## src/hw/rtl/ltmb_pkg.sv

```systemverilog
// Shared constants, codes and the result type of the latest-per-type mailbox.
// No dependencies.
`default_nettype none

package ltmb_pkg;

    localparam int DEF_TABLE_DEPTH   = 16;
    localparam int DEF_TYPE_BITS     = 8;
    localparam int DEF_PAYLOAD_BYTES = 8;

    // Fixed port widths
    localparam int TYPE_PORT_BITS    = 8;
    localparam int LEN_BITS          = 4;
    localparam int PAYLOAD_PORT_BITS = 64;

    // Item mode
    localparam logic MODE_POST = 1'b0;

    // Result status codes
    localparam logic [1:0] STATUS_POSTED  = 2'd0;
    localparam logic [1:0] STATUS_DROPPED = 2'd1;
    localparam logic [1:0] STATUS_FETCHED = 2'd2;
    localparam logic [1:0] STATUS_NO_MSG  = 2'd3;

    typedef struct packed {
        logic [1:0]                   status;
        logic [TYPE_PORT_BITS-1:0]    out_type;
        logic [LEN_BITS-1:0]          out_length;
        logic [PAYLOAD_PORT_BITS-1:0] out_payload;
    } result_t;

endpackage

`default_nettype wire

```

## src/hw/rtl/ltmb_ram.sv

```systemverilog
// Single-port-write, single-port-read synchronous RAM with a registered read port.
// Depends on ltmb_pkg for default sizes.
`default_nettype none

module ltmb_ram #(
    parameter int DEPTH = ltmb_pkg::DEF_TABLE_DEPTH,
    parameter int WIDTH = ltmb_pkg::DEF_TYPE_BITS + ltmb_pkg::LEN_BITS
                          + 8 * ltmb_pkg::DEF_PAYLOAD_BYTES
) (
    input  wire logic                     clk,
    input  wire logic                     we,
    input  wire logic [$clog2(DEPTH)-1:0] waddr,
    input  wire logic [WIDTH-1:0]         wdata,
    input  wire logic [$clog2(DEPTH)-1:0] raddr,
    output logic      [WIDTH-1:0]         rdata
);

    logic [WIDTH-1:0] mem [DEPTH];
    logic [WIDTH-1:0] rdata_reg;

    always_ff @(posedge clk)
    begin
        if (we)
        begin
            mem[waddr] <= wdata;
        end
    end

    always_ff @(posedge clk)
    begin
        rdata_reg <= mem[raddr];
    end

    assign rdata = rdata_reg;

endmodule

`default_nettype wire

```

## src/hw/rtl/ltmb_out_reg.sv

```systemverilog
// Output register of the mailbox: holds one result item until the receiver takes it.
// Depends on ltmb_pkg for result_t.
`default_nettype none

module ltmb_out_reg (
    input  wire logic             clk,
    input  wire logic             rst_n,
    input  wire logic             load,
    input  wire ltmb_pkg::result_t din,
    input  wire logic             out_stall,
    output logic                  out_valid,
    output ltmb_pkg::result_t     dout,
    output logic                  can_load
);

    logic              valid_reg;
    logic              valid_next;
    ltmb_pkg::result_t data_reg;

    // free when empty or being taken this cycle
    assign can_load = !valid_reg || !out_stall;

    always_comb
    begin
        valid_next = valid_reg;
        if (load)
        begin
            valid_next = 1'b1;
        end
        else if (!out_stall)
        begin
            valid_next = 1'b0;
        end
    end

    always_ff @(posedge clk or negedge rst_n)
    begin
        if (!rst_n)
        begin
            valid_reg <= 1'b0;
        end
        else
        begin
            valid_reg <= valid_next;
        end
    end

    always_ff @(posedge clk)
    begin
        if (load)
        begin
            data_reg <= din;
        end
    end

    assign out_valid = valid_reg;
    assign dout      = data_reg;

endmodule

`default_nettype wire

```

## src/hw/rtl/latest_per_type_mailbox_rr_unit.sv

```systemverilog
// Latest-per-type mailbox with round-robin fetch: top level.
// Channels: input items (mode, msg_type, msg_length, payload) on in_valid/in_stall,
// result items (status, out_type, out_length, out_payload) on out_valid/out_stall.
// Every item gives exactly one result item. A post keeps one message per type;
// a fetch returns the next valid message round robin from the read pointer.
// The table lives in one synchronous RAM (type, length, payload per entry) read
// and written by a sequencer, one entry per cycle; valid marks are flip-flops.
// Steps per item, from accept to result register:
//   post, in-place or new type: lookup
//   post, length change:        lookup, then shift
//   fetch:                      valid scan, then RAM read
// The result shows on the output ports right after the edge that loads it.
// in_stall is low only while the sequencer is idle, so the next item is taken
// at the earliest in the cycle after the result is loaded; it can be taken while
// a finished result still waits in the output register.
// Reset clears the valid marks, the entry count and the read pointer; the table
// RAM needs no clearing pass, so the block is ready right after reset.
// While out_stall is high the result holds; a later item is worked on but its
// result waits for the output register to free up.
// Depends on ltmb_pkg, ltmb_ram and ltmb_out_reg.
`default_nettype none

module latest_per_type_mailbox_rr_unit #(
    parameter int TABLE_DEPTH   = ltmb_pkg::DEF_TABLE_DEPTH,
    parameter int TYPE_BITS     = ltmb_pkg::DEF_TYPE_BITS,
    parameter int PAYLOAD_BYTES = ltmb_pkg::DEF_PAYLOAD_BYTES
) (
    input  wire logic        clk,
    input  wire logic        rst_n,

    input  wire logic        in_valid,
    output logic             in_stall,
    input  wire logic        mode,
    input  wire logic [7:0]  msg_type,
    input  wire logic [3:0]  msg_length,
    input  wire logic [63:0] payload,

    output logic             out_valid,
    input  wire logic        out_stall,
    output logic [1:0]       status,
    output logic [7:0]       out_type,
    output logic [3:0]       out_length,
    output logic [63:0]      out_payload
);

    localparam int IW = $clog2(TABLE_DEPTH);          // entry index
    localparam int CW = $clog2(TABLE_DEPTH + 1);      // count / pointer
    // only the low port bits of the type ever reach the table
    localparam int TW = (TYPE_BITS < ltmb_pkg::TYPE_PORT_BITS) ?
                        TYPE_BITS : ltmb_pkg::TYPE_PORT_BITS;
    localparam int PW = 8 * PAYLOAD_BYTES;
    localparam int LW = ltmb_pkg::LEN_BITS;
    localparam int WW = TW + LW + PW;                 // RAM word: {type, length, data}

    localparam logic [LW-1:0] MAX_LEN  = LW'(PAYLOAD_BYTES);
    localparam logic [CW-1:0] FULL_CNT = CW'(TABLE_DEPTH);

    // sequencer states
    localparam logic [2:0] ST_IDLE  = 3'd0;
    localparam logic [2:0] ST_PSCAN = 3'd1;   // post: type lookup
    localparam logic [2:0] ST_SHIFT = 3'd2;   // post: remove entry, shift down
    localparam logic [2:0] ST_FSCAN = 3'd3;   // fetch: round-robin valid scan
    localparam logic [2:0] ST_FREAD = 3'd4;   // fetch: RAM read returns
    localparam logic [2:0] ST_DONE  = 3'd5;   // result waits for output register

    // control state
    logic [2:0]             state_reg,  state_next;
    logic [CW-1:0]          idx_reg,    idx_next;     // next RAM/valid index to visit
    logic [CW-1:0]          steps_reg,  steps_next;   // fetch entries examined
    logic                   pend_reg,   pend_next;    // RAM read in flight
    logic [CW-1:0]          cnt_reg,    cnt_next;
    logic [CW-1:0]          rp_reg,     rp_next;
    logic [TABLE_DEPTH-1:0] valid_reg,  valid_next;

    // item and result payload
    logic [IW-1:0]          pend_idx_reg, pend_idx_next;
    logic [TW-1:0]          type_reg,     type_next;
    logic [LW-1:0]          len_reg,      len_next;
    logic [PW-1:0]          data_reg,     data_next;
    ltmb_pkg::result_t      res_reg,      res_next;

    // RAM port signals
    logic          ram_we;
    logic [IW-1:0] ram_waddr;
    logic [WW-1:0] ram_wdata;
    logic [IW-1:0] ram_raddr;
    logic [WW-1:0] ram_rdata;
    logic [TW-1:0] rd_type;
    logic [LW-1:0] rd_len;
    logic [PW-1:0] rd_data;

    // input conditioning
    logic [LW-1:0] len_in;
    logic [PW-1:0] data_in;

    logic [CW-1:0] idx_inc;
    logic [CW-1:0] idx_wrap;
    logic [CW-1:0] cnt_m1;
    logic [IW-1:0] sh_dst;

    logic              out_load;
    logic              out_ready;
    ltmb_pkg::result_t out_res;

    assign rd_type = ram_rdata[WW-1 -: TW];
    assign rd_len  = ram_rdata[PW + LW - 1 -: LW];
    assign rd_data = ram_rdata[PW-1:0];

    // saturate length, zero the bytes beyond it
    always_comb
    begin
        len_in = (msg_length > MAX_LEN) ? MAX_LEN : msg_length;
        for (int b = 0; b < PAYLOAD_BYTES; b++)
        begin
            data_in[8*b +: 8] = (len_in > LW'(b)) ? payload[8*b +: 8] : 8'h00;
        end
    end

    assign idx_inc  = idx_reg + CW'(1);
    assign idx_wrap = (idx_inc >= cnt_reg) ? '0 : idx_inc;
    assign cnt_m1   = cnt_reg - CW'(1);
    assign sh_dst   = pend_idx_reg - IW'(1);

    assign in_stall = (state_reg != ST_IDLE);

    // In-place and shift writes are sequenced so that they never target the entry
    // being read in the same cycle: lookup writes the compared entry while reading
    // the next, the shift writes entry j while reading j + 2.
    always_comb
    begin
        state_next    = state_reg;
        idx_next      = idx_reg;
        steps_next    = steps_reg;
        pend_next     = 1'b0;
        pend_idx_next = pend_idx_reg;
        cnt_next      = cnt_reg;
        rp_next       = rp_reg;
        valid_next    = valid_reg;
        type_next     = type_reg;
        len_next      = len_reg;
        data_next     = data_reg;
        res_next      = res_reg;
        ram_we        = 1'b0;
        ram_waddr     = '0;
        ram_wdata     = {type_reg, len_reg, data_reg};
        ram_raddr     = idx_reg[IW-1:0];
        out_load      = 1'b0;

        case (state_reg)
            ST_IDLE:
            begin
                if (in_valid)
                begin
                    type_next  = msg_type[TW-1:0];
                    len_next   = len_in;
                    data_next  = data_in;
                    steps_next = '0;
                    if (mode == ltmb_pkg::MODE_POST)
                    begin
                        idx_next   = '0;
                        state_next = ST_PSCAN;
                    end
                    else
                    begin
                        // pointer at or past the count restarts at entry zero
                        idx_next   = (rp_reg >= cnt_reg) ? '0 : rp_reg;
                        state_next = ST_FSCAN;
                    end
                end
            end

            ST_PSCAN:
            begin
                if (pend_reg && (rd_type == type_reg))
                begin
                    if (rd_len == len_reg)
                    begin
                        // same type and length: overwrite in place
                        ram_we                   = 1'b1;
                        ram_waddr                = pend_idx_reg;
                        valid_next[pend_idx_reg] = 1'b1;
                        res_next                 = '0;
                        res_next.status          = ltmb_pkg::STATUS_POSTED;
                        state_next               = ST_DONE;
                    end
                    else
                    begin
                        idx_next   = CW'(pend_idx_reg) + CW'(1);
                        state_next = ST_SHIFT;
                    end
                end
                else if (idx_reg < cnt_reg)
                begin
                    pend_next     = 1'b1;
                    pend_idx_next = idx_reg[IW-1:0];
                    idx_next      = idx_inc;
                end
                else if (!pend_reg)
                begin
                    res_next = '0;
                    if (cnt_reg == FULL_CNT)
                    begin
                        res_next.status = ltmb_pkg::STATUS_DROPPED;
                    end
                    else
                    begin
                        // new type: append
                        ram_we                       = 1'b1;
                        ram_waddr                    = cnt_reg[IW-1:0];
                        valid_next[cnt_reg[IW-1:0]]  = 1'b1;
                        cnt_next                     = cnt_reg + CW'(1);
                        res_next.status              = ltmb_pkg::STATUS_POSTED;
                    end
                    state_next = ST_DONE;
                end
            end

            ST_SHIFT:
            begin
                if (pend_reg)
                begin
                    ram_we             = 1'b1;
                    ram_waddr          = sh_dst;
                    ram_wdata          = ram_rdata;
                    valid_next[sh_dst] = valid_reg[pend_idx_reg];
                end
                if (idx_reg < cnt_reg)
                begin
                    pend_next     = 1'b1;
                    pend_idx_next = idx_reg[IW-1:0];
                    idx_next      = idx_inc;
                end
                else if (!pend_reg)
                begin
                    // re-post at the tail
                    ram_we                     = 1'b1;
                    ram_waddr                  = cnt_m1[IW-1:0];
                    valid_next[cnt_m1[IW-1:0]] = 1'b1;
                    res_next                   = '0;
                    res_next.status            = ltmb_pkg::STATUS_POSTED;
                    state_next                 = ST_DONE;
                end
            end

            ST_FSCAN:
            begin
                if (steps_reg < cnt_reg)
                begin
                    if (valid_reg[idx_reg[IW-1:0]])
                    begin
                        valid_next[idx_reg[IW-1:0]] = 1'b0;
                        rp_next                     = idx_wrap;
                        state_next                  = ST_FREAD;
                    end
                    else
                    begin
                        idx_next   = idx_wrap;
                        steps_next = steps_reg + CW'(1);
                    end
                end
                else
                begin
                    // nothing valid
                    res_next        = '0;
                    res_next.status = ltmb_pkg::STATUS_NO_MSG;
                    rp_next         = cnt_reg;
                    state_next      = ST_DONE;
                end
            end

            ST_FREAD:
            begin
                res_next.status      = ltmb_pkg::STATUS_FETCHED;
                res_next.out_type    = ltmb_pkg::TYPE_PORT_BITS'(rd_type);
                res_next.out_length  = rd_len;
                res_next.out_payload = ltmb_pkg::PAYLOAD_PORT_BITS'(rd_data);
                state_next           = ST_DONE;
            end

            ST_DONE:
            begin
                if (out_ready)
                begin
                    out_load   = 1'b1;
                    state_next = ST_IDLE;
                end
            end

            default:
            begin
                state_next = ST_IDLE;
            end
        endcase
    end

    always_ff @(posedge clk or negedge rst_n)
    begin
        if (!rst_n)
        begin
            state_reg <= ST_IDLE;
            idx_reg   <= '0;
            steps_reg <= '0;
            pend_reg  <= 1'b0;
            cnt_reg   <= '0;
            rp_reg    <= '0;
            valid_reg <= '0;
        end
        else
        begin
            state_reg <= state_next;
            idx_reg   <= idx_next;
            steps_reg <= steps_next;
            pend_reg  <= pend_next;
            cnt_reg   <= cnt_next;
            rp_reg    <= rp_next;
            valid_reg <= valid_next;
        end
    end

    always_ff @(posedge clk)
    begin
        pend_idx_reg <= pend_idx_next;
        type_reg     <= type_next;
        len_reg      <= len_next;
        data_reg     <= data_next;
        res_reg      <= res_next;
    end

    ltmb_ram #(
        .DEPTH (TABLE_DEPTH),
        .WIDTH (WW)
    ) u_ram (
        .clk   (clk),
        .we    (ram_we),
        .waddr (ram_waddr),
        .wdata (ram_wdata),
        .raddr (ram_raddr),
        .rdata (ram_rdata)
    );

    ltmb_out_reg u_out_reg (
        .clk       (clk),
        .rst_n     (rst_n),
        .load      (out_load),
        .din       (res_reg),
        .out_stall (out_stall),
        .out_valid (out_valid),
        .dout      (out_res),
        .can_load  (out_ready)
    );

    assign status      = out_res.status;
    assign out_type    = out_res.out_type;
    assign out_length  = out_res.out_length;
    assign out_payload = out_res.out_payload;

endmodule

`default_nettype wire

```

## config.mk

```make
export PLATFORM = sky130hd
export DESIGN_NAME = latest_per_type_mailbox_rr_unit
export DESIGN_NICKNAME = d
export VERILOG_FILES = /design/src/hw/rtl/ltmb_pkg.sv /design/src/hw/rtl/ltmb_ram.sv /design/src/hw/rtl/ltmb_out_reg.sv /design/src/hw/rtl/latest_per_type_mailbox_rr_unit.sv
export SDC_FILE = /design/constraint.sdc
export NUM_CORES = 2
export LEC_CHECK = 0
export ABC_AREA = 1
export BUFFER_PORTS_ARGS = -buffer_cell sky130_fd_sc_hd__buf_4
export CAP_MARGIN = 25
export CORE_MARGIN = 2
export CORE_UTILIZATION = 50
export DETAILED_ROUTE_END_ITERATION = 10
export PLACE_DENSITY_LB_ADDON = 0.15
export REMOVE_ABC_BUFFERS = 1
export SLEW_MARGIN = 40
export SYNTH_ARGS = -nofsm -noshare
export SYNTH_HDL_FRONTEND = slang
export SYNTH_SLANG_ARGS = --single-unit
export TNS_END_PERCENT = 20
```

## constraint.sdc

```tcl
create_clock -name clk -period 8.65 [get_ports clk]
set_input_delay 0.865 -clock clk [delete_from_list [all_inputs] [get_ports clk]]
set_output_delay 0.865 -clock clk [all_outputs]
set_load 0.01 [all_outputs]
```

Word-level counts from Yosys, hierarchy flattened. Memory sizes are Yosys's and may differ from the RTL's. A register that Yosys moved wholly into a read port is not among the register bits. Cells that the tools add are included.

Divide/modulo/power cells: 0. Multiply operators: 0. Add/subtract/negate cells: 6. Bitwise logic cells: 9. Order comparisons: 23. Reduce and logical (&&, ||, !) cells: 25. Multiplexer cells: 95. Shifts and indexed selects: 0. Equality and inequality tests: 25.

Operators by type and width (number): $mux W78 (7); $pmux W78 S4 (1); $mux W16 (11); $mux W76 (2); $mux W5 (14); $or A16 B16 Y16 (3); $pmux W16 S3 (1); $mux W4 (11); $lt A4 B5 Y1 const B (5); $mux W1 (24); $mux W3 (8); $demux W1 S4 (5); $ge A4 B1 Y1 const B (5); $pmux W5 S4 (1); $ne A2 B2 Y1 const B (9); $ne A3 B3 Y1 const B (6); $pmux W3 S6 (1); $and A16 B16 Y16 (1); $bwmux W16 (1); $gt A4 B3 Y1 const B (4); $not A16 Y16 (1); $pmux W4 S2 (2); $add A5 B1 Y5 const B (3); $reduce_and A7 Y1 (2); 30 further kinds (55).

Memory bits (writable): 1216. Bits of input ports: 81. Latch bits: 0. Memories kept: 1. Flip-flop bits (word level): 277. Output and inout bits: 80. ROM bits: 0. Word-level logic and storage cells: 211.

Memory list: u_ram.mem (depth 16, bits a word 76, read ports 1, clocked after Yosys merged registers in 1, write ports 1, RTL line ltmb_ram.sv:18) `logic [WIDTH-1:0] mem [DEPTH];`.

Longest topological paths before layout.
Depth after elaboration: 12. Gate-level depth with buffers: 18. Depth with buffers taken out: 15.

Modules after synthesis. From an unflattened synthesis, not the netlist that was laid out.

Cell total of the unflattened synthesis: 6625. Area total of the unflattened synthesis: 67576.1 µm².

By module, submodules not included: ltmb_ram (times used 1, area an instance 53405.0 µm², seq. area each 38036.5 µm², cells each 4995); latest_per_type_mailbox_rr_unit (times used 1, area an instance 11787.6 µm², seq. area each 5745.5 µm², cells each 1548); ltmb_out_reg (times used 1, area an instance 2383.5 µm², seq. area each 2367.3 µm², cells each 82).

Worst setup path after synthesis. OpenSTA, ideal clock, no wires.

Kind: flip-flop to flip-flop. From: reg idx_reg[0]. To: mem u_ram.mem[14][0] in the netlist's numbering, enable pin. Setup slack: 2514 ps. Data arrival time: 5625 ps. Setup time: 511 ps. Cell stages (with the launch flop): 19. Path buffers: 4. Clock period less this slack: 6136 ps. Data required time: 8139 ps. Path through: dfrtp_1 -> buf_4 -> inv_4 -> buf_6 -> buf_2 -> buf_1 -> ha_1 -> nor2_1 -> nand2_1 -> nand3_2 -> nand2_1 -> inv_1 -> nand2_1 -> nand2_1 -> nand3_1 -> nand2_1 -> inv_1 -> nand2_1 -> nor2_1.

Cells in the longest elaborated chain, start to end: 6. Elaborated cells on any way between the ends: 11. Those cells by class: order compare (1); mux (10).

Ends and longest elaborated chain: start, declared (RTL line latest_per_type_mailbox_rr_unit.sv:68) `logic [CW-1:0] idx_reg, idx_next;`; start signal, assigned (RTL line latest_per_type_mailbox_rr_unit.sv:311) `idx_reg <= idx_next;`; $lt A5 B5 Y1 * (RTL line latest_per_type_mailbox_rr_unit.sv:192, latest_per_type_mailbox_rr_unit.sv:227); $mux W1 (RTL line latest_per_type_mailbox_rr_unit.sv:192) `else if (idx_reg < cnt_reg)`; $mux W1 (RTL line latest_per_type_mailbox_rr_unit.sv:174) `if (pend_reg && (rd_type == type_reg))`; $pmux W1 S2 (RTL line latest_per_type_mailbox_rr_unit.sv:149) `case (state_reg)`; $mux W1 (RTL line ltmb_ram.sv:23) `if (we)`; $mux W1 (implied by the code) (RTL line ltmb_ram.sv:25) `mem[waddr] <= wdata;`; end, declared (RTL line ltmb_ram.sv:18).

Mark *: on every way between the ends. The rest lies on a longest branch, timed or not.

Worst setup path in the final report.
From: reg idx_reg[0]. To: mem u_ram.mem[8][39] in the netlist's numbering, enable pin.

Same word-level chain as after synthesis.

==> qor.yml <==
avgRoutedWirePerCell_um: 22.9
fin_crit_sh_pct: 62.8
status: "finished, final reports clean"
leakage_nw: 25.1
crit_fanout: 136
cts_root_buf: "clkbuf_16"
cellInternalPower_mw: 16.1
cp.required_ps: 9060
ys_seq_area_share_pct: 74.0
drive_above_1_share_pct: 10.1
ys_ff_latch: 1569
cts.sinks: 1569
swShare_pct: 33.9
hold_viol_final: 0
numCtsBuffers: 161
dp_hpwl_um: 84300
ir_drop_mv: 0.302
comb_power_share_pct: 26.7
vias_per_cell: 5.68
largest_register_ffs: 1216
clock_latency_ps: 800
hold_class: "in -> async"
synth.distinct_cells: 42
p_per_area_mw_per_mm2: 345
fill_cells: 10100
fmax_mhz: 184
path_class: "reg -> reg"
area_growth_pct: 13.7
cts_resized: 0
startpoint_type: "flop"
h-tree-depth: 4
num_io_pins: 161
synth_area_mm2: 0.0623
drt-total-wl_um: 159000
synth.avg_cell_area_um2: 12.3
rows: 129
syn_inst: 5086
maxCapViolCount: 0
p_sw_mw: 8.28
worstMarginPinSlew_ps: 851
dieHeight_um: 357
grt_max_degree: 153
firstDrtPassIters: 6
first_iter_violations: 4543
ys_warn_count: 0
p_seq_share_pct: 45.2
clock_power_share_pct: 28.1
finalSetupViolCount: 0
cts_setup_buffers: 0
cts_tree: "yes"
seqCellArea_mm2: 0.0462
start_util_pct: 50.4
finalSetupTns_ps: 0
track_usage_pct: 25.0
drv_slew: 0
port_buffers: 160
grt_pass1_vias: 37900
fin_skew_ps: 25.6
antenna_cells: 0
drc: 0
fin_crit_ps: 5430
vias: 39600
slew_headroom_pct: 43.3
path_clk_slew_ps: 60
antenna_found_initial: 5
die_area_mm2: 0.128
holdBufCountCts: 0
core_area_mm2: 0.124
nets: 5316
rr_worst_depth: 16
multi_input_area_mm2: 0.0142
crit_arrival_ps: 5850
grt_pass1_wl_um: 239000
final_util_pct: 57.3
die_x_um: 357
rsz0062_at_grt: "no"
cp-end-kind: "flop"
gp_congestion: 0.938
ant_nets: 0
clockBufferDepth: 3
overflow: 0
[cell families (layout without fill, tap and decap cells)]
| logic type | Yosys count | count (layout) | synth area share [%] |
|---|---|---|---|
| AOI/OAI and AO/OA | 1065 | 1065 | 9.53 |
| DFF | 1569 | 1569 | 74.0 |
| and+or+nand+nor | 1839 | 1839 | 11.9 |
| buffers and inverters | 558 | 808 | 3.51 |
| adders and majority gates | 37 | 37 | 0.743 |
| xor gates and xnor gates | 18 | 18 | 0.253 |
[final cells by class]
type / instances / area share, %
Sequential cell: 1569 / 65.1
Multi-Input combinational cell: 2959 / 20.0
Clock buffer: 219 / 6.30
Timing Repair Buffer: 239 / 3.06
Tap cell: 1637 / 2.89
Inverter: 268 / 1.46
Clock inverter: 82 / 1.14
[synthesized netlist by cell type (all sizes together)]
cell	number	area, um^2
buf	70	352
o211ai	7	52.6
clkinv	2	7.51
nor2	841	3200
nand4	84	532
nand3	146	751
a21oi	22	125
dfxtp	76	1520
ha	37	463
edfxtp	1452	43600
o21a	72	541
clkbuf	220	826
o21bai	2	15.0
o41ai	1	8.76
dfrtp	41	1030
xnor2	1	8.76
a22oi	2	15.0
inv	266	1000
a31oi	1	6.26
o21ai	654	3280
nand2	750	2840
xor2	17	149
o22ai	304	1900
nand3b	6	57.6
nor3	11	55.1
and2	1	6.26
[cells in the final DEF (no fill, tap or decap), drive strengths merged, types with 2 or more instances in the layout]
cell / instances
nand3b: 6
clkinvlp: 4
o21bai: 2
buf: 238
o22ai: 304
nand2: 750
o211ai: 7
o21a: 72
dfrtp: 41
clkinv: 59
nand4: 84
bufinv: 9
a22oi: 2
ha: 37
xor2: 17
dfxtp: 76
o21ai: 654
inv: 278
a21oi: 22
clkbuf: 220
nand3: 146
nor3: 11
edfxtp: 1452
nor2: 841
[through the flow]
stage | power (mW) | worst slack, ps | std cells | area (um^2) | hold WS (ps)
finish | 24.4 | 3220 | 6973 | 70900 | 99.9
global placement | 17.6 | 3240 | 6658 | 65200 | 401
detailed placement | 17.7 | 3170 | 6666 | 65500 | 405
global route | 25.7 | 2840 | 6973 | 70900 | 111
floorplan | 15.4 | -14170 | 4796 | 61200 | 400
CTS | 24.6 | 3180 | 6967 | 70700 | 72.9
[worst max-delay path, stage by stage, from the launching register on]
cell and delay, ps:
dfrtp_4 710, inv_16 420, ha_1 230, nor2_1 50
nand2_1 80, nand3_2 290, nand2_1 510, inv_1 200
nand2_1 130, nand2_1 60, nand3_1 70, nand2_1 120
inv_1 130, nand2_1 200, nor2_4 480, buf_4 510
buf_4 740
[worst paths after layout]
kind / from / endpoint / slack [ps]
worst max-delay path: idx_reg[0] / u_ram.mem[8][39] / 3220
worst max register to register: idx_reg[0] / u_ram.mem[8][39] / 3220
min in group clk: msg_type[1] / type_reg[1] / 260
max in group asynchronous: rst_n / idx_reg[1] / 8040
worst min-delay path: rst_n / valid_reg[13] / 100
worst min register to register: res_reg[19] / u_out_reg.dout[19] / 410
[power groups by stage]
stage / Sequential [mW] / Combinational [mW] / Clock (mW)
CTS: 11.0 / 6.54 / 6.98
finish: 11.0 / 6.52 / 6.87
detailed placement: 11.2 / 6.52 / 0
floorplan: 11.4 / 4.02 / 0
global placement: 11.2 / 6.37 / 0
global route: 11.1 / 7.23 / 7.28
[metal layers]
layer  GRT usage [%]  vias to the layer above  wire length [um]
li1                -                    18300                 -
met1            35.8                    19700             69700
met2            39.7                     1364             75800
met3            3.86                      228             10200
met4            7.32                        0              3740
met5               0                        -                 0
No activity file was read; power rests on OpenSTA's default activity.
